$ cat src/sv/median_of_medians_kth_largest_defines.svh
// Assertion macros shared by the modules of the selection block.
`ifndef MEDIAN_OF_MEDIANS_KTH_LARGEST_DEFINES_SVH
`define MEDIAN_OF_MEDIANS_KTH_LARGEST_DEFINES_SVH

// The consequent must hold in the same cycle as the antecedent.
`define MMKL_ASSERT_NOW(lbl, ante, cons, msg) \
    lbl: assert property (@(posedge i_clk) disable iff (!i_rst_n) (ante) |-> (cons)) \
        else $error(msg);

// The consequent must hold in the cycle after the antecedent.
`define MMKL_ASSERT_NEXT(lbl, ante, cons, msg) \
    lbl: assert property (@(posedge i_clk) disable iff (!i_rst_n) (ante) |=> (cons)) \
        else $error(msg);

`endif

$ cat src/sv/mmkl_pkg.sv
package mmkl_pkg;

    localparam int MAX_VALUES  = 128;
    localparam int GROUP_SIZE  = 5;
    localparam int PAD_VALUE   = 9999;
    localparam int PIVOT_LIMIT = 1000;
    localparam int MED_INDEX   = 2;
    localparam int ROUND_LIMIT = 15;
    localparam int MED_DEPTH   = (MAX_VALUES + 4) / 5;

    localparam int VAL_W   = 10;
    localparam int MED_W   = 14;
    localparam int RANK_W  = 8;
    localparam int DISC_W  = 8;
    localparam int ROUND_W = 4;
    localparam int CNT_W   = $clog2(MAX_VALUES + 1);
    localparam int ADDR_W  = $clog2(MAX_VALUES);
    localparam int MADDR_W = $clog2(MED_DEPTH);
    localparam int MCNT_W  = $clog2(MED_DEPTH + 1);
    localparam int CMP_W   = ((CNT_W > RANK_W) ? CNT_W : RANK_W) + 1;

    typedef enum logic [4:0] {
        S_IDLE, S_CHECK, S_ROUND, S_GINIT, S_GRD, S_GSORT, S_GWR,
        S_MCRD, S_MCLT, S_MSCAN, S_MEND, S_PIV, S_PSCAN, S_DEC,
        S_CMP, S_CMPE, S_FCRD, S_FCLT, S_FSCAN, S_FEND, S_FRES, S_EMIT
    } t_state;

    typedef enum logic [4:0] {
        OP_NONE, OP_LOAD, OP_START, OP_ROUND, OP_GINIT, OP_GRD, OP_GSORT,
        OP_GWR, OP_CAND_RD, OP_CAND_LATCH, OP_SCAN, OP_MEND, OP_PIV,
        OP_DEC, OP_CMP, OP_CMPE, OP_FEND, OP_FRES, OP_EMIT
    } t_dp_op;

    typedef struct packed {
        t_dp_op op;
        logic   sel_med;
    } t_dp_cmd;

    typedef struct packed {
        logic range_bad;
        logic go_round;
        logic grd_last;
        logic sort_last;
        logic gwr_last;
        logic more_groups;
        logic scan_last;
        logic cand_last;
        logic found;
        logic out_free;
        logic res_final;
    } t_dp_status;

endpackage

$ cat src/sv/mmkl_ctrl.sv
`include "median_of_medians_kth_largest_defines.svh"

module mmkl_ctrl import mmkl_pkg::*; (
    input  logic       i_clk,
    input  logic       i_rst_n,
    input  logic       i_in_valid,
    input  logic       i_in_last,
    output logic       o_in_ready,
    input  t_dp_status i_status,
    output t_dp_cmd    o_cmd
);

    t_state r_state;
    t_state n_state;

    always_ff @(posedge i_clk) begin
        if (!i_rst_n) begin
            r_state <= S_IDLE;
        end else begin
            r_state <= n_state;
        end
    end

    always_comb begin
        n_state = r_state;
        unique case (r_state)
            S_IDLE:   if (i_in_valid && i_in_last) n_state = S_CHECK;
            S_CHECK:  n_state = i_status.range_bad ? S_EMIT : S_ROUND;
            S_ROUND:  n_state = i_status.go_round ? S_GINIT : S_FCRD;
            S_GINIT:  n_state = S_GRD;
            S_GRD:    if (i_status.grd_last) n_state = S_GSORT;
            S_GSORT:  if (i_status.sort_last) n_state = S_GWR;
            S_GWR: begin
                if (i_status.gwr_last) begin
                    n_state = i_status.more_groups ? S_GINIT : S_MCRD;
                end
            end
            S_MCRD:   n_state = S_MCLT;
            S_MCLT:   n_state = S_MSCAN;
            S_MSCAN:  if (i_status.scan_last) n_state = S_MEND;
            S_MEND:   n_state = i_status.cand_last ? S_PIV : S_MCRD;
            S_PIV:    n_state = S_PSCAN;
            S_PSCAN:  if (i_status.scan_last) n_state = S_DEC;
            S_DEC:    n_state = i_status.found ? S_EMIT : S_CMP;
            S_CMP:    if (i_status.scan_last) n_state = S_CMPE;
            S_CMPE:   n_state = S_EMIT;
            S_FCRD:   n_state = S_FCLT;
            S_FCLT:   n_state = S_FSCAN;
            S_FSCAN:  if (i_status.scan_last) n_state = S_FEND;
            S_FEND:   n_state = i_status.cand_last ? S_FRES : S_FCRD;
            S_FRES:   n_state = S_EMIT;
            S_EMIT: begin
                if (i_status.out_free) begin
                    n_state = i_status.res_final ? S_IDLE : S_ROUND;
                end
            end
            default:  n_state = S_IDLE;
        endcase
    end

    always_comb begin
        o_in_ready    = (r_state == S_IDLE);
        o_cmd.sel_med = 1'b0;
        o_cmd.op      = OP_NONE;
        unique case (r_state)
            S_IDLE:  o_cmd.op = i_in_valid ? OP_LOAD : OP_NONE;
            S_CHECK: o_cmd.op = OP_START;
            S_ROUND: o_cmd.op = OP_ROUND;
            S_GINIT: o_cmd.op = OP_GINIT;
            S_GRD:   o_cmd.op = OP_GRD;
            S_GSORT: o_cmd.op = OP_GSORT;
            S_GWR:   o_cmd.op = OP_GWR;
            S_MCRD: begin
                o_cmd.op      = OP_CAND_RD;
                o_cmd.sel_med = 1'b1;
            end
            S_MCLT: begin
                o_cmd.op      = OP_CAND_LATCH;
                o_cmd.sel_med = 1'b1;
            end
            S_MSCAN: begin
                o_cmd.op      = OP_SCAN;
                o_cmd.sel_med = 1'b1;
            end
            S_MEND: begin
                o_cmd.op      = OP_MEND;
                o_cmd.sel_med = 1'b1;
            end
            S_PIV:   o_cmd.op = OP_PIV;
            S_PSCAN: o_cmd.op = OP_SCAN;
            S_DEC:   o_cmd.op = OP_DEC;
            S_CMP:   o_cmd.op = OP_CMP;
            S_CMPE:  o_cmd.op = OP_CMPE;
            S_FCRD:  o_cmd.op = OP_CAND_RD;
            S_FCLT:  o_cmd.op = OP_CAND_LATCH;
            S_FSCAN: o_cmd.op = OP_SCAN;
            S_FEND:  o_cmd.op = OP_FEND;
            S_FRES:  o_cmd.op = OP_FRES;
            S_EMIT:  o_cmd.op = OP_EMIT;
            default: o_cmd.op = OP_NONE;
        endcase
    end

    `MMKL_ASSERT_NEXT(a_emit_holds, (r_state == S_EMIT) && !i_status.out_free, r_state == S_EMIT, "result lost while output busy")
    `MMKL_ASSERT_NOW(a_check_from_idle, r_state == S_CHECK, $past(r_state) == S_IDLE, "search started outside idle")
    `MMKL_ASSERT_NEXT(a_found_emits, (r_state == S_DEC) && i_status.found, r_state == S_EMIT, "found pivot not reported")

endmodule

$ cat config.mk
export PLATFORM = sky130hd
export DESIGN_NAME = mmkl_ctrl
export DESIGN_NICKNAME = d
export VERILOG_FILES = /design/src/sv/mmkl_pkg.sv /design/src/sv/mmkl_ctrl.sv
export VERILOG_INCLUDE_DIRS = /design/src /design/src/sv
export SDC_FILE = /design/constraint.sdc
export NUM_CORES = 1
export LEC_CHECK = 0
export BUFFER_PORTS_ARGS = -buffer_cell sky130_fd_sc_hd__clkbuf_2
export CELL_PAD_IN_SITES_DETAIL_PLACEMENT = 0
export CELL_PAD_IN_SITES_GLOBAL_PLACEMENT = 1
export CORE_UTILIZATION = 37
export CTS_BUF_LIST = sky130_fd_sc_hd__clkbuf_4 sky130_fd_sc_hd__clkbuf_8
export DETAILED_ROUTE_END_ITERATION = 10
export PLACE_DENSITY_LB_ADDON = 0.08
export SYNTH_ARGS = -nofsm -noshare
export SYNTH_HDL_FRONTEND = slang
export SYNTH_SLANG_ARGS = --single-unit
$ cat constraint.sdc
create_clock -name i_clk -period 1.7 [get_ports i_clk]
set_input_delay 0.255 -clock i_clk [delete_from_list [all_inputs] [get_ports i_clk]]
set_output_delay 0.255 -clock i_clk [all_outputs]
set_load 0.005 [all_outputs]
* After elaboration in Yosys (flattened, before gate mapping)
Cells that the tools add are included.
** Cells by class
- Multiplexer cells :: 20
- Div/mod/pow operators :: 0
- Eq/ne operators :: 30
- Bitwise gates (word level) :: 0
- Add/subtract/negate cells :: 0
- $mul :: 0
- Shift-type cells :: 0
- $lt $le $gt $ge :: 0
- Reduce and logical (&&, ||, !) cells :: 8
** Operators with widths (count)
- case mux 5 bit (21 select lines) :: 1
- case mux 5 bit (18 select lines) :: 1
- two-way mux 5 bit :: 12
- == test 5 x 4 -> 1 bit (second input constant) :: 8
- == test 5 bit (second input constant) :: 6
- == test 5 x 3 -> 1 bit (second input constant) :: 4
- inequality test 2 bit (second input constant) :: 8
- == test 5 x 2 -> 1 bit (second input constant) :: 2
- AND reduction 9 bit :: 1
- two-way mux 3 bit :: 2
- OR reduction 2 bit :: 3
- == test 5 x 1 -> 1 bit (second input constant) :: 1
- zero test 5 bit :: 1
- two-way mux 4 bit :: 1
- OR reduction 4 bit :: 1
- OR reduction 3 bit :: 1
- two-way mux 1 bit :: 2
- two-way mux 2 bit :: 1
- inequality test 2 x 1 -> 1 bit (second input constant) :: 1
- logical AND 1 bit :: 1
** Storage, ports and cells
- Bits in registers :: 5
- Output and inout bits :: 7
- Bits in writable memories :: 0
- Memory bits (read-only) :: 0
- Bits of input ports :: 15
- Latch bits :: 0
- Memories kept :: 0
- Logic and storage cells :: 59

* Logic depth before layout (Yosys ltp)
Gate-level depths: netlist of the first run.
- Word-level depth :: 3
- Mapped depth :: 7
- Depth with buffers taken out :: 5

* Worst setup path after synthesis of the first run
Ideal clock, no wire load.
- Path kind :: reg-to-output
- Start :: register r_state[2]
- End :: output o_cmd[3] (netlist bit)
- Buffers on the path :: 3
- Data required time :: 1.445 ns
- Arrival :: 1.249 ns
- Cell stages (with the launch flop) :: 6
- Slack :: 0.196 ns
- Cell sequence :: dfxtp_1 buf_2 buf_4 buf_6 o21ai_0 a2111oi_0
** RTL lines
- start: declaration :: RTL line mmkl_ctrl.sv:13 : t_state r_state;
- start signal: assignment :: RTL line mmkl_ctrl.sv:20 : r_state <= n_state;
- end: declaration :: RTL line mmkl_ctrl.sv:10 : output t_dp_cmd o_cmd

==> results of run 1 <==
[worst min-delay path: stages]
cell and delay [ps]:
clkbuf_2 130, inv_1 60, a2111oi_0 50
[metal layers]
layer / track usage / vias up / share of wire
met2: 0.378 / 25 / 0.51
met3: 0.0440 / 0 / 0.046
li1: - / 507 / -
met5: 0 / - / 0
met4: 0.0441 / 0 / 0
met1: 0.290 / 490 / 0.44
[power groups by stage]
stage	clock network (mW)	registers, mW	logic [mW]
6_report	0.155	0.306	1.25
3_5_place_dp	0	0.276	1.09
4_1_cts	0.159	0.282	1.10
5_1_grt	0.171	0.315	1.37
3_3_place_gp	0	0.277	1.09
2_1_floorplan	0	0.180	0.847
[repair_timing]
| item | in CTS | in global routing |
|---|---|---|
| setup endpoints to repair | 6 | 9 |
| resized for setup | 8 | 18 |
| pin swaps | 1 | 3 |
| setup buffers | 2 | 4 |
[cells in the final DEF (no fill, tap or decap), types with 4 or more instances in the layout]
cell type,netlist,final
nand3_1,6,6
dfxtp_4,0,5
o21ai_0,11,10
a21oi_1,7,7
clkbuf_4,0,4
buf_4,3,19
nor3_1,5,4
nor2_1,15,13
clkbuf_2,0,20
nand2_1,7,7
[path summary, 6_finish.rpt]
check / from / endpoint / slack [ps]
worst min register to register: r_state[4]$_SDFFE_PN0P_ / r_state[3]$_SDFFE_PN0P_ / 540
worst max register to register: r_state[3]$_SDFFE_PN0P_ / r_state[1]$_SDFFE_PN0P_ / 70
worst min-delay path: i_rst_n / r_state[3]$_SDFFE_PN0P_ / 300
worst max-delay path: r_state[0]$_SDFFE_PN0P_ / o_cmd[1] / 30
[cells by family (layout without fill, tap and decap cells)]
group	count (synthesis)	count (layout)	synth area share
and+or+nand+nor	47	47	0.309
AOI/OAI and AO/OA	44	44	0.396
buffers and inverters	17	51	0.131
DFF	5	5	0.126
muxes	3	3	0.0379
[through the flow]
stage	instance area (µm²)	power, mW	setup WS [ps]
floorplan	793	1.03	196
global placement	960	1.37	27.6
detailed placement	960	1.36	30.5
CTS	1020	1.55	-20.2
global route	1110	1.86	-54.1
finish	1110	1.71	34.7
[area by class of cell]
type | instances | area, µm² | area share
Clock buffer | 4 | 30.0 | 0.0271
Inverter | 5 | 22.5 | 0.0203
Multi-Input combinational cell | 94 | 633 | 0.571
Sequential cell | 5 | 119 | 0.107
Tap cell | 27 | 33.8 | 0.0305
Timing Repair Buffer | 42 | 270 | 0.244
==> flow_metrics.py, run 1 <==
metrics = {
    "run_status": {
        "run_status": "finished clean",
    },
    "clock_network": {
        "cts_tree": "built",
        "cts.path.max_buffers": 2,
        "cts-root-buf": "clkbuf_4",
        "cts_num_sinks": 5,
        "cts_buffers": 3,
        "clk_pin_slew_ps": 50,
        "htree_levels": 1,
        "postCtsHoldBufs": 0,
        "clk_latency_ps": 250,
    },
    "sta": {
        "rsz0062_at_grt": "true",
        "hold_viol": 0,
        "fin_setup_tns_ps": 0,
        "worst_pin_slew_ps": 367,
        "finalCritPeriodShare": 0.980,
        "setup_viol": 0,
        "skew_ps": 7.55,
        "fin_crit_ps": 1670,
        "slew-limit-headroom": 0.749,
        "slew_violations": 0,
        "worst_hold_slack_ps": 296,
        "max_freq_mhz": 600,
    },
    "synthesis": {
        "ys_ff_latch": 5,
        "synth_ff_type": "dfxtp_1",
        "synth_cell_types": 38,
        "yosysMostFrequentCell": "nor2_1",
        "yosys_warnings": 0,
        "yosys-top-cells-area": "dfxtp_1, nor2_1, o21ai_0",
        "netlist_top_cells_count": "nor2_1, o21ai_0, a21oi_1, nand2_1, nand3_1",
        "postSynthAreaPerCell_um2": 6.84,
        "yosysTopAreaCellShare": 0.126,
        "synth_edf_count": 0,
        "ys_seq_area_frac": 0.126,
        "ys_async_sr_fraction": 0,
        "syn_nets": 131,
        "synth_top_area_cell": "dfxtp_1",
        "synthesis.instances": 116,
        "syn-cell-area_um2": 793,
    },
    "power": {
        "cell_internal_pwr_mw": 0.857,
        "power_leakage_nw": 0.462,
        "ir_drop_uv": 824,
        "p_switching_mw": 0.856,
        "seq_power_share": 0.179,
        "pwr-share-comb": 0.731,
        "clockPowerShare": 0.090,
        "p_per_area_nw_per_um2": 1550,
        "p_sw_frac": 0.500,
    },
    "floorplanning": {
        "die-area_um2": 2330,
        "num_rows": 16,
        "core_area_um2": 1980,
        "chipHeight_um": 48.3,
        "ios": 22,
        "start_util": 0.400,
        "dieWidth_um": 48.3,
    },
    "worst_setup_path": {
        "path_delay_family": "compound AO/OA/AOI/OAI gates",
        "worstPathRequired_ps": 1440,
        "arrival_ps": 1410,
        "critPathLaunchType": "flop",
        "crit_path_end_kind": "output pin",
        "path_cells": "buf_4, nor2_4, o21ai_0, a21oi_1, a31o_2, clkbuf_2",
        "crit_cells": 6,
        "worstSetupPathType": "reg -> out",
        "crit_slowest_cell": "dfxtp_4",
        "cp_max_fo": 11,
        "timing.critical_path.slowest_cell_delay_ps": 370,
        "path_buf_inv": 2,
        "rr_worst_depth": 6,
    },
    "routing": {
        "vias_per_cell": 5.77,
        "vias": 1022,
        "drtPass1Iterations": 4,
        "drt_iter0_drc": 31,
        "wirelength_um": 2510,
        "antenna_left": 0,
        "drc": 0,
        "avgRoutedWirePerCell_um": 14.2,
    },
    "placed_design": {
        "hpwl_um": 1850,
        "io_buffers": 21,
        "place_congestion": 0.853,
        "dp_cells": 167,
    },
    "cells_and_area": {
        "biggestRegsByFlops": "r_state (5)",
        "largest_reg_flops": 5,
        "diodes": 0,
        "regMostFlops": "r_state",
        "nNetsFinal": 166,
        "fin_cells": 177,
        "utilization": 0.559,
        "layout-drive-gt1-share": 0.447,
        "fillers": 185,
        "area_growth_pct": 39.7,
    },
    "global_routing": {
        "grt.total_usage": 0.222,
        "grt_pass1_wl_um": 4180,
        "grt_pass1_vias": 907,
        "antenna_found_initial": 0,
        "grt_max_degree": 13,
        "overflow": 0,
    },
    "worst_hold_path": {
        "hold_class": "in -> reg",
        "whs_path_depth": 3,
    },
    "flow_run": {
        "maxCapViolations": 0,
    },
}
Power figures use the tool's default switching activity.
==> run 2: changes to the inputs <==
--- a/config.mk
+++ b/config.mk
@@ -6,9 +6,10 @@
 export SDC_FILE = /design/constraint.sdc
 export NUM_CORES = 1
 export LEC_CHECK = 0
-export BUFFER_PORTS_ARGS = -buffer_cell sky130_fd_sc_hd__clkbuf_2
+export BUFFER_PORTS_ARGS = -buffer_cell sky130_fd_sc_hd__buf_2
 export CELL_PAD_IN_SITES_DETAIL_PLACEMENT = 0
 export CELL_PAD_IN_SITES_GLOBAL_PLACEMENT = 1
+export CORE_ASPECT_RATIO = 1.5
 export CORE_UTILIZATION = 37
 export CTS_BUF_LIST = sky130_fd_sc_hd__clkbuf_4 sky130_fd_sc_hd__clkbuf_8
 export DETAILED_ROUTE_END_ITERATION = 10
==> run 2 against run 1 <==
  * Utilization fell by 4.3 points
  * Global-route usage grew 0.41 points
  * Maximum frequency down 1.8%
  * Critical endpoint is now o_in_ready
==> flow_metrics.py, run 2 (synthesis results as in run 1) <==
metrics = {
    "placed_design": {
        "io_buffers": 21,
        "post-place-ws_ps": 24.5,
        "hpwl_um": 1910,
        "place_congestion": 0.944,
    },
    "sta": {
        "hold_viol": 0,
        "worst_pin_slew_ps": 451,
        "slew-limit-headroom": 0.692,
        "setup_viol": 0,
        "worst_hold_slack_ps": 320,
        "fin_crit_ps": 1700,
        "fin_ws_ps": 4.58,
        "finalCritPeriodShare": 0.997,
        "skew_ps": 6.40,
        "slew_violations": 0,
        "max_freq_mhz": 590,
    },
    "worst_setup_path": {
        "rr_worst_depth": 6,
        "arrival_ps": 1440,
        "worstPathRequired_ps": 1440,
        "critPathLaunchType": "flop",
        "cp_max_fo": 10,
        "worstSetupPathType": "reg -> out",
        "crit_path_end_kind": "output pin",
    },
    "floorplanning": {
        "die-area_um2": 2340,
        "start_util": 0.391,
        "chipHeight_um": 58.7,
        "core_area_um2": 2030,
        "num_rows": 20,
        "ios": 22,
        "dieWidth_um": 39.8,
    },
    "clock_network": {
        "cts.path.max_buffers": 2,
        "htree_levels": 1,
        "clk_pin_slew_ps": 50,
        "clk_latency_ps": 240,
        "cts_buffers": 3,
        "postCtsHoldBufs": 0,
        "cts_tree": "built",
        "cts_num_sinks": 5,
        "cts-root-buf": "clkbuf_4",
        "post_cts_buffers": 0,
    },
    "flow_run": {
        "maxCapViolations": 0,
    },
    "routing": {
        "avgRoutedWirePerCell_um": 15.0,
        "drt_iter0_drc": 43,
        "drtPass1Iterations": 6,
        "antenna_left": 0,
        "drc": 0,
        "vias": 1010,
        "wirelength_um": 2550,
        "vias_per_cell": 5.94,
    },
    "power": {
        "power_leakage_nw": 0.430,
        "ir_drop_uv": 833,
        "p_per_area_nw_per_um2": 1610,
    },
    "cells_and_area": {
        "nNetsFinal": 164,
        "fillers": 210,
        "layout-drive-gt1-share": 0.405,
        "largest_reg_flops": 5,
        "diodes": 0,
        "regMostFlops": "r_state",
        "final_cell_mix": "buf_2, buf_4, nor2_1",
        "biggestRegsByFlops": "r_state (5)",
        "utilization": 0.517,
        "area_growth_pct": 32.0,
        "mostFrequentLayoutCell": "buf_2",
    },
    "global_routing": {
        "antenna_found_initial": 0,
        "grt_max_degree": 14,
        "grt_pass1_vias": 844,
        "overflow": 0,
        "grt.total_usage": 0.226,
        "grt_pass1_wl_um": 3810,
    },
    "worst_hold_path": {
        "hold_class": "in -> reg",
        "whs_path_depth": 3,
    },
    "run_status": {
        "run_status": "finished clean",
    },
}
[run 2: cell types whose count changed in the layout (fill, tap and decap cells not counted), sizes merged]
cell	before	now
clkinvlp	1	0
buf	22	40
inv	4	5
clkbuf	24	4
[run 2: area by class of cell]
class	instances	area (µm²)	area share
Clock buffer	4	30.0	0.0287
Inverter	5	18.8	0.0179
Multi-Input combinational cell	94	606	0.578
Sequential cell	5	114	0.109
Tap cell	22	27.5	0.0263
Timing Repair Buffer	40	251	0.240
[run 2: worst max-delay path, stage by stage (launching register included)]
cell and delay (ps):
dfxtp_4 380, buf_4 150, or3_4 390, nor3_2 140, buf_2 140
[run 2: what timing repair did]
item | CTS | global route
endpoints found under the setup margin | 7 | 4
gates resized for setup | 7 | 6
pin swaps | 1 | 0
[run 2: metrics by stage]
step / power [mW] / cell area [µm²] / instances / TNS (ps)
final: 1.69 / 1050 / 170 / 0
after global routing: 1.82 / 1050 / 170 / -47.4
after CTS: 1.63 / 1030 / 170 / 0
after detailed placement: 1.44 / 983 / 166 / 0
after global placement: 1.45 / 983 / 166 / 0
after floorplan: 1.03 / 793 / 116 / 0
[run 2: worst paths after layout]
check,from,to,slack (ps)
setup / recovery,r_state[1]$_SDFFE_PN0P_,o_in_ready,5
hold / removal,i_rst_n,r_state[3]$_SDFFE_PN0P_,320
setup reg to reg,r_state[3]$_SDFFE_PN0P_,r_state[2]$_SDFFE_PN0P_,90
hold reg to reg,r_state[2]$_SDFFE_PN0P_,r_state[2]$_SDFFE_PN0P_,630
[run 2: where the power goes]
group / leakage, nW / internal [mW] / switching (mW) / total (mW)
registers: 0.0439 / 0.176 / 0.106 / 0.282
clock network: 0.0184 / 0.105 / 0.0483 / 0.153
logic: 0.368 / 0.590 / 0.664 / 1.25
[run 2: layer usage]
| metal | vias up | global-route usage | part of all wire |
|---|---|---|---|
| li1 | 504 | - | - |
| met1 | 466 | 0.292 | 0.43 |
| met2 | 36 | 0.377 | 0.51 |
| met3 | 4 | 0.0113 | 0.044 |
| met4 | 0 | 0.0887 | 0.022 |
| met5 | - | 0 | 0 |
