[src/sv/median_of_medians_kth_largest_defines.svh]
// Assertion macros shared by the modules of the selection block.
`ifndef MEDIAN_OF_MEDIANS_KTH_LARGEST_DEFINES_SVH
`define MEDIAN_OF_MEDIANS_KTH_LARGEST_DEFINES_SVH

// The consequent must hold in the same cycle as the antecedent.
`define MMKL_ASSERT_NOW(lbl, ante, cons, msg) \
    lbl: assert property (@(posedge i_clk) disable iff (!i_rst_n) (ante) |-> (cons)) \
        else $error(msg);

// The consequent must hold in the cycle after the antecedent.
`define MMKL_ASSERT_NEXT(lbl, ante, cons, msg) \
    lbl: assert property (@(posedge i_clk) disable iff (!i_rst_n) (ante) |=> (cons)) \
        else $error(msg);

`endif

[src/sv/mmkl_pkg.sv]
package mmkl_pkg;

    localparam int MAX_VALUES  = 128;
    localparam int GROUP_SIZE  = 5;
    localparam int PAD_VALUE   = 9999;
    localparam int PIVOT_LIMIT = 1000;
    localparam int MED_INDEX   = 2;
    localparam int ROUND_LIMIT = 15;
    localparam int MED_DEPTH   = (MAX_VALUES + 4) / 5;

    localparam int VAL_W   = 10;
    localparam int MED_W   = 14;
    localparam int RANK_W  = 8;
    localparam int DISC_W  = 8;
    localparam int ROUND_W = 4;
    localparam int CNT_W   = $clog2(MAX_VALUES + 1);
    localparam int ADDR_W  = $clog2(MAX_VALUES);
    localparam int MADDR_W = $clog2(MED_DEPTH);
    localparam int MCNT_W  = $clog2(MED_DEPTH + 1);
    localparam int CMP_W   = ((CNT_W > RANK_W) ? CNT_W : RANK_W) + 1;

    typedef enum logic [4:0] {
        S_IDLE, S_CHECK, S_ROUND, S_GINIT, S_GRD, S_GSORT, S_GWR,
        S_MCRD, S_MCLT, S_MSCAN, S_MEND, S_PIV, S_PSCAN, S_DEC,
        S_CMP, S_CMPE, S_FCRD, S_FCLT, S_FSCAN, S_FEND, S_FRES, S_EMIT
    } t_state;

    typedef enum logic [4:0] {
        OP_NONE, OP_LOAD, OP_START, OP_ROUND, OP_GINIT, OP_GRD, OP_GSORT,
        OP_GWR, OP_CAND_RD, OP_CAND_LATCH, OP_SCAN, OP_MEND, OP_PIV,
        OP_DEC, OP_CMP, OP_CMPE, OP_FEND, OP_FRES, OP_EMIT
    } t_dp_op;

    typedef struct packed {
        t_dp_op op;
        logic   sel_med;
    } t_dp_cmd;

    typedef struct packed {
        logic range_bad;
        logic go_round;
        logic grd_last;
        logic sort_last;
        logic gwr_last;
        logic more_groups;
        logic scan_last;
        logic cand_last;
        logic found;
        logic out_free;
        logic res_final;
    } t_dp_status;

endpackage

[src/sv/mmkl_ram.sv]
module mmkl_ram #(
    parameter int WIDTH = 8,
    parameter int DEPTH = 16
) (
    input  logic                     i_clk,
    input  logic                     i_we,
    input  logic [$clog2(DEPTH)-1:0] i_waddr,
    input  logic [WIDTH-1:0]         i_wdata,
    input  logic [$clog2(DEPTH)-1:0] i_raddr,
    output logic [WIDTH-1:0]         o_rdata
);

    logic [WIDTH-1:0] r_mem [DEPTH];
    logic [WIDTH-1:0] r_rdata;

    always_ff @(posedge i_clk) begin
        if (i_we) begin
            r_mem[i_waddr] <= i_wdata;
        end
        r_rdata <= r_mem[i_raddr];
    end

    assign o_rdata = r_rdata;

endmodule

[src/sv/mmkl_datapath.sv]
`include "median_of_medians_kth_largest_defines.svh"

module mmkl_datapath import mmkl_pkg::*; (
    input  logic              i_clk,
    input  logic              i_rst_n,
    input  t_dp_cmd           i_cmd,
    output t_dp_status        o_status,
    input  logic [VAL_W-1:0]  i_value,
    input  logic              i_last_value,
    input  logic              i_cfg_valid,
    input  logic [RANK_W-1:0] i_cfg_rank,
    output logic              o_out_valid,
    input  logic              i_out_ready,
    output logic [VAL_W-1:0]  o_pivot,
    output logic [DISC_W-1:0] o_discarded_count,
    output logic [VAL_W-1:0]  o_answer,
    output logic              o_range_error,
    output logic              o_final_result
);

    logic [CNT_W-1:0]   r_count, r_n, r_base, r_sj, r_j, r_ci, r_gt, r_eq, r_lt, r_disc;
    logic [RANK_W-1:0]  r_rank_wanted, r_rank;
    logic [ROUND_W-1:0] r_round;
    logic [2:0]         r_k, r_gsize;
    logic [VAL_W-1:0]   r_buf [GROUP_SIZE];
    logic [MCNT_W-1:0]  r_grp;
    logic [MED_W-1:0]   r_ref, r_lo, r_hi;
    logic               r_mode;
    logic [VAL_W-1:0]   r_ans;
    logic [VAL_W-1:0]   r_res_pivot, r_res_ans;
    logic [DISC_W-1:0]  r_res_disc;
    logic               r_res_err, r_res_fin;
    logic               r_out_valid;
    logic [VAL_W-1:0]   r_out_pivot, r_out_ans;
    logic [DISC_W-1:0]  r_out_disc;
    logic               r_out_err, r_out_fin;

    logic               val_we, med_we;
    logic [ADDR_W-1:0]  val_waddr, val_raddr;
    logic [VAL_W-1:0]   val_wdata, val_rdata;
    logic [MADDR_W-1:0] med_waddr, med_raddr;
    logic [MED_W-1:0]   med_wdata, med_rdata;

    logic [MED_W-1:0]   x;
    logic [CNT_W-1:0]   limit, grp_addr, count_inc, rem, half;
    logic [2:0]         k_prev;
    logic               keep, lo_hit, hi_hit;
    logic [VAL_W-1:0]   srt [GROUP_SIZE];
    logic [MED_W:0]     piv_sum;
    logic [MED_W-1:0]   piv_raw, piv;
    logic [CMP_W-1:0]   rank_x, gt_x, eq_x;

    mmkl_ram #(.WIDTH(VAL_W), .DEPTH(MAX_VALUES)) u_val_ram (
        .i_clk   (i_clk),
        .i_we    (val_we),
        .i_waddr (val_waddr),
        .i_wdata (val_wdata),
        .i_raddr (val_raddr),
        .o_rdata (val_rdata)
    );

    mmkl_ram #(.WIDTH(MED_W), .DEPTH(MED_DEPTH)) u_med_ram (
        .i_clk   (i_clk),
        .i_we    (med_we),
        .i_waddr (med_waddr),
        .i_wdata (med_wdata),
        .i_raddr (med_raddr),
        .o_rdata (med_rdata)
    );

    assign x         = i_cmd.sel_med ? med_rdata : MED_W'(val_rdata);
    assign limit     = i_cmd.sel_med ? CNT_W'(r_grp) : r_n;
    assign grp_addr  = r_base + CNT_W'(r_k);
    assign k_prev    = r_k - 3'd1;
    assign count_inc = (CMP_W'(r_count) < CMP_W'(MAX_VALUES)) ? r_count + CNT_W'(1) : r_count;
    assign rem       = r_n - r_base;
    assign half      = CNT_W'(r_grp >> 1);
    assign keep      = (r_sj != '0) && (r_mode ? (x < r_ref) : (x > r_ref));
    assign rank_x    = CMP_W'(r_rank);
    assign gt_x      = CMP_W'(r_gt);
    assign eq_x      = CMP_W'(r_eq);

    // Position window of the current candidate among the sorted medians.
    assign lo_hit = (CMP_W'(r_lt) <= CMP_W'(half) - CMP_W'(1))
                 && (CMP_W'(half) - CMP_W'(1) < CMP_W'(r_lt) + eq_x);
    assign hi_hit = (CMP_W'(r_lt) <= CMP_W'(half))
                 && (CMP_W'(half) < CMP_W'(r_lt) + eq_x);

    assign piv_sum = (MED_W+1)'(r_lo) + (MED_W+1)'(r_hi);
    assign piv_raw = r_grp[0] ? r_hi : piv_sum[MED_W:1];
    assign piv     = (piv_raw > MED_W'(PIVOT_LIMIT)) ? r_lo : piv_raw;

    // One pass of odd-even transposition sort over the group buffer.
    always_comb begin
        srt = r_buf;
        if (!r_k[0]) begin
            if (r_buf[0] > r_buf[1]) begin
                srt[0] = r_buf[1];
                srt[1] = r_buf[0];
            end
            if (r_buf[2] > r_buf[3]) begin
                srt[2] = r_buf[3];
                srt[3] = r_buf[2];
            end
        end else begin
            if (r_buf[1] > r_buf[2]) begin
                srt[1] = r_buf[2];
                srt[2] = r_buf[1];
            end
            if (r_buf[3] > r_buf[4]) begin
                srt[3] = r_buf[4];
                srt[4] = r_buf[3];
            end
        end
    end

    always_comb begin
        o_status.range_bad   = (r_rank_wanted == '0) || (CMP_W'(r_rank_wanted) > CMP_W'(r_n));
        o_status.go_round    = (r_n > CNT_W'(GROUP_SIZE)) && (r_round < ROUND_W'(ROUND_LIMIT));
        o_status.grd_last    = (r_k == r_gsize);
        o_status.sort_last   = (r_k == 3'(GROUP_SIZE - 1));
        o_status.gwr_last    = (r_k == r_gsize - 3'd1);
        o_status.more_groups = ((CNT_W+1)'(r_base) + (CNT_W+1)'(GROUP_SIZE)) < (CNT_W+1)'(r_n);
        o_status.scan_last   = (r_sj == limit);
        o_status.cand_last   = (r_ci == limit - CNT_W'(1));
        o_status.found       = (rank_x > gt_x) && (rank_x <= gt_x + eq_x);
        o_status.out_free    = !r_out_valid || i_out_ready;
        o_status.res_final   = r_res_fin;
    end

    always_comb begin
        val_we    = 1'b0;
        val_waddr = r_j[ADDR_W-1:0];
        val_wdata = x[VAL_W-1:0];
        val_raddr = r_sj[ADDR_W-1:0];
        med_we    = 1'b0;
        med_waddr = r_grp[MADDR_W-1:0];
        med_wdata = (r_gsize > 3'(MED_INDEX)) ? MED_W'(r_buf[MED_INDEX]) : MED_W'(PAD_VALUE);
        med_raddr = r_sj[MADDR_W-1:0];
        unique case (i_cmd.op)
            OP_LOAD: begin
                val_we    = CMP_W'(r_count) < CMP_W'(MAX_VALUES);
                val_waddr = r_count[ADDR_W-1:0];
                val_wdata = i_value;
            end
            OP_GRD: val_raddr = grp_addr[ADDR_W-1:0];
            OP_GWR: begin
                val_we    = 1'b1;
                val_waddr = grp_addr[ADDR_W-1:0];
                val_wdata = r_buf[r_k];
                med_we    = (r_k == 3'd0);
            end
            OP_CMP: val_we = keep;
            OP_CAND_RD: begin
                val_raddr = r_ci[ADDR_W-1:0];
                med_raddr = r_ci[MADDR_W-1:0];
            end
            default: begin
            end
        endcase
    end

    always_ff @(posedge i_clk) begin
        if (!i_rst_n) begin
            r_count       <= '0;
            r_rank_wanted <= RANK_W'(1);
            r_out_valid   <= 1'b0;
        end else begin
            if (i_cfg_valid) begin
                r_rank_wanted <= i_cfg_rank;
            end
            if (i_cmd.op == OP_LOAD) begin
                r_count <= i_last_value ? '0 : count_inc;
            end
            if ((i_cmd.op == OP_EMIT) && o_status.out_free) begin
                r_out_valid <= 1'b1;
            end else if (i_out_ready) begin
                r_out_valid <= 1'b0;
            end
        end
    end

    always_ff @(posedge i_clk) begin
        unique case (i_cmd.op)
            OP_LOAD: begin
                if (i_last_value) begin
                    r_n <= count_inc;
                end
            end
            OP_START: begin
                r_rank      <= r_rank_wanted;
                r_round     <= '0;
                r_res_pivot <= '0;
                r_res_disc  <= '0;
                r_res_ans   <= '0;
                r_res_err   <= 1'b1;
                r_res_fin   <= 1'b1;
            end
            OP_ROUND: begin
                r_base <= '0;
                r_grp  <= '0;
                r_ci   <= '0;
                r_ans  <= '0;
            end
            OP_GINIT: begin
                r_k     <= '0;
                r_gsize <= (rem > CNT_W'(GROUP_SIZE)) ? 3'(GROUP_SIZE) : rem[2:0];
                for (int i = 0; i < GROUP_SIZE; i++) begin
                    r_buf[i] <= '1;
                end
            end
            OP_GRD: begin
                if (r_k != 3'd0) begin
                    r_buf[k_prev] <= val_rdata;
                end
                r_k <= o_status.grd_last ? 3'd0 : r_k + 3'd1;
            end
            OP_GSORT: begin
                r_buf <= srt;
                r_k   <= o_status.sort_last ? 3'd0 : r_k + 3'd1;
            end
            OP_GWR: begin
                if (o_status.gwr_last) begin
                    r_k    <= 3'd0;
                    r_base <= r_base + CNT_W'(GROUP_SIZE);
                    r_grp  <= r_grp + MCNT_W'(1);
                end else begin
                    r_k <= r_k + 3'd1;
                end
            end
            OP_CAND_LATCH: begin
                r_ref <= x;
                r_sj  <= '0;
                r_gt  <= '0;
                r_eq  <= '0;
                r_lt  <= '0;
            end
            OP_SCAN: begin
                if (r_sj != '0) begin
                    if (x > r_ref) begin
                        r_gt <= r_gt + CNT_W'(1);
                    end else if (x == r_ref) begin
                        r_eq <= r_eq + CNT_W'(1);
                    end else begin
                        r_lt <= r_lt + CNT_W'(1);
                    end
                end
                r_sj <= r_sj + CNT_W'(1);
            end
            OP_MEND: begin
                if (lo_hit) begin
                    r_lo <= r_ref;
                end
                if (hi_hit) begin
                    r_hi <= r_ref;
                end
                r_ci <= r_ci + CNT_W'(1);
            end
            OP_PIV: begin
                r_ref <= piv;
                r_sj  <= '0;
                r_gt  <= '0;
                r_eq  <= '0;
                r_lt  <= '0;
            end
            OP_DEC: begin
                r_sj <= '0;
                r_j  <= '0;
                if (rank_x <= gt_x) begin
                    r_mode <= 1'b0;
                    r_disc <= r_eq + r_lt;
                end else if (o_status.found) begin
                    r_res_pivot <= r_ref[VAL_W-1:0];
                    r_res_disc  <= DISC_W'(r_gt + r_lt);
                    r_res_ans   <= r_ref[VAL_W-1:0];
                    r_res_err   <= 1'b0;
                    r_res_fin   <= 1'b1;
                end else begin
                    r_mode <= 1'b1;
                    r_disc <= r_gt + r_eq;
                    r_rank <= RANK_W'(rank_x - gt_x - eq_x);
                end
            end
            OP_CMP: begin
                if (keep) begin
                    r_j <= r_j + CNT_W'(1);
                end
                r_sj <= r_sj + CNT_W'(1);
            end
            OP_CMPE: begin
                r_n         <= r_j;
                r_round     <= r_round + ROUND_W'(1);
                r_res_pivot <= r_ref[VAL_W-1:0];
                r_res_disc  <= DISC_W'(r_disc);
                r_res_ans   <= '0;
                r_res_err   <= 1'b0;
                r_res_fin   <= 1'b0;
            end
            OP_FEND: begin
                if (o_status.found) begin
                    r_ans <= r_ref[VAL_W-1:0];
                end
                r_ci <= r_ci + CNT_W'(1);
            end
            OP_FRES: begin
                r_res_pivot <= '0;
                r_res_disc  <= '0;
                r_res_ans   <= r_ans;
                r_res_err   <= 1'b0;
                r_res_fin   <= 1'b1;
            end
            OP_EMIT: begin
                if (o_status.out_free) begin
                    r_out_pivot <= r_res_pivot;
                    r_out_disc  <= r_res_disc;
                    r_out_ans   <= r_res_ans;
                    r_out_err   <= r_res_err;
                    r_out_fin   <= r_res_fin;
                end
            end
            default: begin
            end
        endcase
    end

    assign o_out_valid       = r_out_valid;
    assign o_pivot           = r_out_pivot;
    assign o_discarded_count = r_out_disc;
    assign o_answer          = r_out_ans;
    assign o_range_error     = r_out_err;
    assign o_final_result    = r_out_fin;

    `MMKL_ASSERT_NOW(a_count_bound, 1'b1, CMP_W'(r_count) <= CMP_W'(MAX_VALUES), "load count above capacity")
    `MMKL_ASSERT_NOW(a_compact_order, i_cmd.op == OP_CMP, r_j <= r_sj, "compaction write passed read")
    `MMKL_ASSERT_NOW(a_rank_range, i_cmd.op == OP_ROUND, (r_rank != '0) && (CMP_W'(r_rank) <= CMP_W'(r_n)), "rank left outside set")

endmodule

[config.mk]
export PLATFORM = sky130hd
export DESIGN_NAME = mmkl_datapath
export DESIGN_NICKNAME = d
export VERILOG_FILES = /design/src/sv/mmkl_pkg.sv /design/src/sv/mmkl_ram.sv /design/src/sv/mmkl_datapath.sv
export VERILOG_INCLUDE_DIRS = /design/src /design/src/sv
export SDC_FILE = /design/constraint.sdc
export NUM_CORES = 2
export LEC_CHECK = 0
export ABC_CLOCK_PERIOD_IN_PS = 8100
export BUFFER_PORTS_ARGS = -buffer_cell sky130_fd_sc_hd__buf_4
export CAP_MARGIN = 20
export CORE_MARGIN = 1.5
export CORE_UTILIZATION = 53
export DETAILED_ROUTE_END_ITERATION = 7
export PLACE_DENSITY = 0.75
export SYNTH_ARGS = -nofsm -noshare
export SYNTH_HDL_FRONTEND = slang
export SYNTH_SLANG_ARGS = --single-unit
[constraint.sdc]
create_clock -name i_clk -period 8.1 [get_ports i_clk]
set_input_delay 0 -clock i_clk [delete_from_list [all_inputs] [get_ports i_clk]]
set_output_delay 0 -clock i_clk [all_outputs]
set_load 0.005 [all_outputs]
; ---- Word-level counts from Yosys, hierarchy flattened
; Memories as Yosys holds them, arrays and structs flattened. A register that Yosys moved wholly into a read port is not among the register bits.
; Index checks and enable logic that the tools add are counted.
[totals]
register_bits = 275
mem_bits_rw = 1644
input_bits = 29
output_inout_bits = 42
elab_cells = 276
n_memories = 2
[op_classes]
n_addsub = 26
order_cmp = 24
n_eq_ne = 46
n_mux = 82
bitwise = 2
reduce_logical = 57
[memory_table]
columns = name, words, word_bits, read_ports, rd_ports_with_merged_regs, wr, line
row1 = u_val_ram.r_mem, 128, 10, 1, 1, 1, mmkl_ram.sv:13  ; logic [WIDTH-1:0] r_mem [DEPTH];
row2 = u_med_ram.r_mem, 26, 14, 1, 1, 1, mmkl_ram.sv:13
[op_table]
columns = operator, count
row1 = 2-to-1 mux 8 bit, 20
row2 = case mux 50 bit (3 select lines), 1
row3 = case mux 8 bit (2 select lines), 9
row4 = 2-to-1 mux 20 bit, 4
row5 = 2-to-1 mux 10 bit, 7
row6 = case mux 10 bit (3 select lines), 2
row7 = adder 8 x 1 -> 8 bit (second input constant), 7
row8 = 2-to-1 mux 14 bit, 4
row9 = bitwise mux 50 bit, 1
row10 = 2-to-1 mux 50 bit, 1
row11 = == test 5 x 4 -> 1 bit (second input constant), 8
row12 = > comparator 10 bit, 4
row13 = case mux 10 bit (2 select lines), 2
row14 = != test 2 bit (second input constant), 17
row15 = binary-select mux 10 bit (select 3 bit), 1
row16 = demux 10 bit (select 3 bit), 1
row17 = 2-to-1 mux 30 bit, 1
row18 = case mux 14 bit (2 select lines), 1
row19 = case mux 7 bit (2 select lines), 2
row20 = AND reduction 4 bit, 7
row21 = adder 8 bit, 3
row22 = case mux 8 bit (3 select lines), 1
row23 = subtractor 8 bit, 3
row24 = nonzero test 2 bit, 11
row25 = other kinds (57), 119

; ---- Logic depth before layout (Yosys ltp)
[depth]
depth_word = 9
mapped_depth = 20
depth_no_buf = 19

; ---- By module
; From an unflattened synthesis, not the netlist that was laid out.
[unflattened]
hier_cells = 4730
area_unflattened_um2 = 83756.6
[modules_own_cells]
columns = mod, n_inst, cells_each, area_each_um2, seq_area_each_um2
row1 = mmkl_ram (u_val_ram), 1, 1998, 49354.8, 38637.1
row2 = mmkl_datapath, 1, 1945, 19785.2, 8087.8
row3 = mmkl_ram (u_med_ram), 1, 787, 14616.5, 11210.8

; ---- Worst setup path before layout
; No wires, ideal clock.
[synth_path]
path_type = register to register
start = reg r_k[1]
end = mem u_val_ram.r_mem[0][1] (netlist bit) (data pin)
setup_time_ps = 1197
arrival_time_ps = 6675
required_ps = 6903
path_slack_ps = 228
path_stages_with_launch = 6
n_path_buf = 2
period_less_slack_ps = 7872
path_cell_list = edfxtp_1 > clkbuf_1 > buf_1 > nor3_1 > a22oi_1 > o21ai_0
[synth_via]
elab_chain_len = 5
[synth_rtl]
columns = element, line
row1 = "start, declared", mmkl_datapath.sv:24  ; logic [2:0] r_k, r_gsize;
row2 = "start signal, assigned", mmkl_datapath.sv:216  ; r_k <= o_status.grd_last ? 3'd0 : r_k + 3'd1;
row3 = "start signal, assigned", mmkl_datapath.sv:220  ; r_k <= o_status.sort_last ? 3'd0 : r_k + 3'd1;
row4 = "start signal, assigned", mmkl_datapath.sv:228  ; r_k <= r_k + 3'd1;
row5 = NOT 3 -> 4 bit (implied by the code), mmkl_datapath.sv:150  ; val_wdata = r_buf[r_k];
row6 = binary-select mux 10 bit (select 3 bit), mmkl_datapath.sv:150
row7 = 2-to-1 mux 10 bit (implied by the code) (2 in series), mmkl_datapath.sv:150
row8 = case mux 10 bit (2 select lines), mmkl_datapath.sv:140  ; unique case (i_cmd.op)
row9 = via u_val_ram.i_wdata[1], mmkl_ram.sv:8  ; input logic [WIDTH-1:0] i_wdata,
row10 = "end, declared", mmkl_ram.sv:13
; The timed path passes the listed nets, and every way through them passes these cells. The select of a mux whose other input is x is not followed.

; ---- Worst setup path in the final report
[layout_path]
start = reg r_base[0]
end = reg u_val_ram.r_rdata[4] (netlist: u_val_ram.o_rdata[4]), read port of u_val_ram.r_mem
[layout_via]
elab_chain_len = 2
[layout_rtl]
columns = element, line
row1 = "start, declared", mmkl_datapath.sv:21  ; logic [CNT_W-1:0] r_count, r_n, r_base, r_sj, r_j, r_ci, r_gt, r_eq, r_lt, r_disc;
row2 = "start signal, assigned", mmkl_datapath.sv:225  ; r_base <= r_base + CNT_W'(GROUP_SIZE);
row3 = adder 7 x 3 -> 7 bit, mmkl_datapath.sv:73  ; assign grp_addr = r_base + CNT_W'(r_k);
row4 = case mux 7 bit (2 select lines), mmkl_datapath.sv:140
row5 = "end, declared", mmkl_ram.sv:14  ; logic [WIDTH-1:0] r_rdata;
; No other way between the ends.
; A chain may end at the register's enable or synchronous reset.

==> impl_metrics.toml <==
[power]
pwr-share-clk_pct = 39.9
power_frac_seq_pct = 52.1
peakVddDrop_v = 0.000224
power_frac_comb_pct = 8.0
switching_share_pct = 24.0
power_density_nw_per_um2 = 231
power_leakage_nw = 31.3
switchingPower_w = 0.00506
p_int_w = 0.0160

[flow_run]
drv_cap = 0

[cts]
clkSinkCount = 1862
cts_setup_buffers = 0
postCtsHoldBufs = 48
clkTransAtPathRegs_ps = 70
cts-htree-levels = 4
clock-root-buffer = "clkbuf_16"
cts_buffer_depth = 3
clkLatencyLatePin_ps = 840
cts_resized = 0
cts_tree = "yes"
cts_made_buffers = 181

[setup_path]
worstPathRequired_ps = 8820
rrSetupSlack_ps = 2830
worstPathArrival_ps = 5990
path_max_fanout = 78
cp-end-kind = "register"
criticalPathCategory = "register to register"
critPathLaunchType = "register"

[place]
gp_congestion = 0.948
dp_cells = 7682
hpwl_um = 139000
io_buffers = 70

[die]
die-width_um = 395
die_y_um = 395
initial_utilization_pct = 53.5
die-area_sq_um = 156000
io-pin-count = 71
core_sq_um = 152000
num_rows = 143

[sta]
period_needed_ps = 5270
setup_violations = 0
hold_viol_final = 0
slew_headroom_pct = 15.7
holdWs_ps = 61.7
tightest_slew_ps = 1260
fin_setup_tns_ps = 0
timing.fmax_mhz = 190
skew_ps = 86.1
slew_violations = 0
rsz0062_at_grt = "no"
min_period_over_period_pct = 65.1

[logic_synthesis]
syn_nets = 6038
netlist.area_leader.share_pct = 67.1
ys_ff_latch = 1862
synth_top_area_cell = "edfxtp_1"
synth_seq_area_share_pct = 68.1
syn_area_sq_um = 81600
synth_area_per_cell_sq_um = 14.1
synthCells = 5797
synthArstFlopShare_pct = 0
ys_top_cells_by_count = "edfxtp_1 (1824), nand2_1 (943), nor2_1 (315)"
synthMostInstantiatedCell = "edfxtp_1"
yosys_warnings = 0
synth.area.top_cells = "edfxtp_1 (67%), nand2_1 (4.3%), mux4_2 (4.2%)"
ys_types = 81
synth_edf_count = 1824
synth_top_flop_cell = "edfxtp_1"

[global_route]
grt_max_degree = 129
grt_usage_pct = 28.4
grt_pass1_wl_um = 330000
antenna_found_initial = 7
overflow = 0
grt_pass1_vias = 50200

[routing]
viasPerCell = 6.51
wl_um = 225000
vias = 52600
drc_errors = 0
wl_per_cell_um = 27.8
drt_iter0_drc = 7926
firstDrtPassIters = 6
ant_nets = 0

[layout]
stdcell_count = 8083
nets = 6144
nFillCells = 11000
seq_area_sq_um = 55500
area_growth_pct = 11.7
multi_input_area_sq_um = 24500
layout-drive-gt1-share_pct = 11.7
final_util_pct = 59.8

[outcome]
status = "complete, no violations"

[worst_hold_path]
hold_class = "input port to register"
[critical path: stages, from the launching register on]
cell and delay (ps):
edfxtp_1 480, ha_1 280, fa_1 430, xnor2_1 180
nor3_1 420, a221o_4 720, buf_4 850, nor2_1 450
a22o_1 310, a21oi_1 140, o221ai_1 430, and4_1 390
[through the flow]
stage	setup slack, ps	area [sq um]	power [W]
global placement	3080	84400	0.0128
finish	2830	91100	0.0211
CTS	3000	90900	0.0211
floorplan	228	81600	0.0122
detailed placement	2920	84500	0.0128
global route	2670	91100	0.0216
[state kept, by name (all words and copies together) (netlist names), 10 cells and up]
signal             flops
u_val_ram.r_mem     1280
u_med_ram.r_mem      286
r_buf                 50
r_hi                  14
r_lo                  14
r_ref                 14
u_med_ram.o_rdata     11
o_answer              10
o_pivot               10
r_ans                 10
r_res_ans             10
r_res_pivot           10
u_val_ram.o_rdata     10
[area by class of cell]
cell class	instances	share of cell area, %
clock buffers	221	5.22
diodes	3	0.00824
inverters	150	0.618
clock inverters	109	1.28
multi-input cells	3471	26.8
well taps	2030	2.79
flip-flops and latches	1862	60.9
repair buffers	237	2.29
[cells by family after synthesis]
family	share of synthesized area, %
AO/OA/AOI/OAI	7.95
XOR/XNOR	1.31
adder cells (fa/ha/maj)	3.38
buffers and inverters	2.43
flip-flops	68.1
multiplexers	6.54
AND/OR/NAND/NOR	10.3
[power groups by stage]
stage	clock network [W]	logic (W)	registers [W]
2_1_floorplan	0	0.000904	0.0112
4_1_cts	0.00844	0.00164	0.0110
3_5_place_dp	0	0.00161	0.0112
5_1_grt	0.00882	0.00175	0.0110
6_report	0.00841	0.00168	0.0110
3_3_place_gp	0	0.00159	0.0112
[layer usage]
| layer | global-route usage [%] | vias up | share of wire [%] |
|---|---|---|---|
| met1 | 39.3 | 25900 | 37 |
| met4 | 11.6 | 4 | 4.3 |
| met3 | 6.41 | 596 | 12 |
| li1 | - | 22300 | - |
| met5 | 0 | - | 0.013 |
| met2 | 43.6 | 3810 | 46 |
[layout by cell type (no fill, tap or decap), types with 17 or more instances in the layout]
master            n
a211oi_1         56
a21o_1           39
a21oi_1         138
a22o_1           48
a22oi_1          52
a311oi_1         59
a31oi_1          93
a32oi_1          76
and2_1           52
and3_1          138
buf_4           163
clkbuf_1         33
clkbuf_16       182
clkinv_1         35
clkinv_2         31
dfxtp_1          38
dlygate4sd3_1    48
edfxtp_1       1824
ha_1            198
inv_1           147
mux2i_1         179
mux4_2          152
nand2_1         933
nand2b_1         22
nand3_1         240
nand4_1          22
nor2_1          301
nor2b_1          45
nor3_1           40
o211ai_1         17
o21a_1           44
o21ai_0          98
o221ai_1         51
xnor2_1          77
xor2_1           45
[path summary, 6_finish.rpt]
path,from,endpoint,cells past startpoint
max,r_base[0],u_val_ram.o_rdata[4],11
min,i_cfg_valid,r_rank_wanted[0],3
max reg2reg,r_base[0],u_val_ram.o_rdata[4],11
min reg2reg,r_res_ans[2],o_answer[2],0
Note: power is estimated with default switching activity, not from simulation.
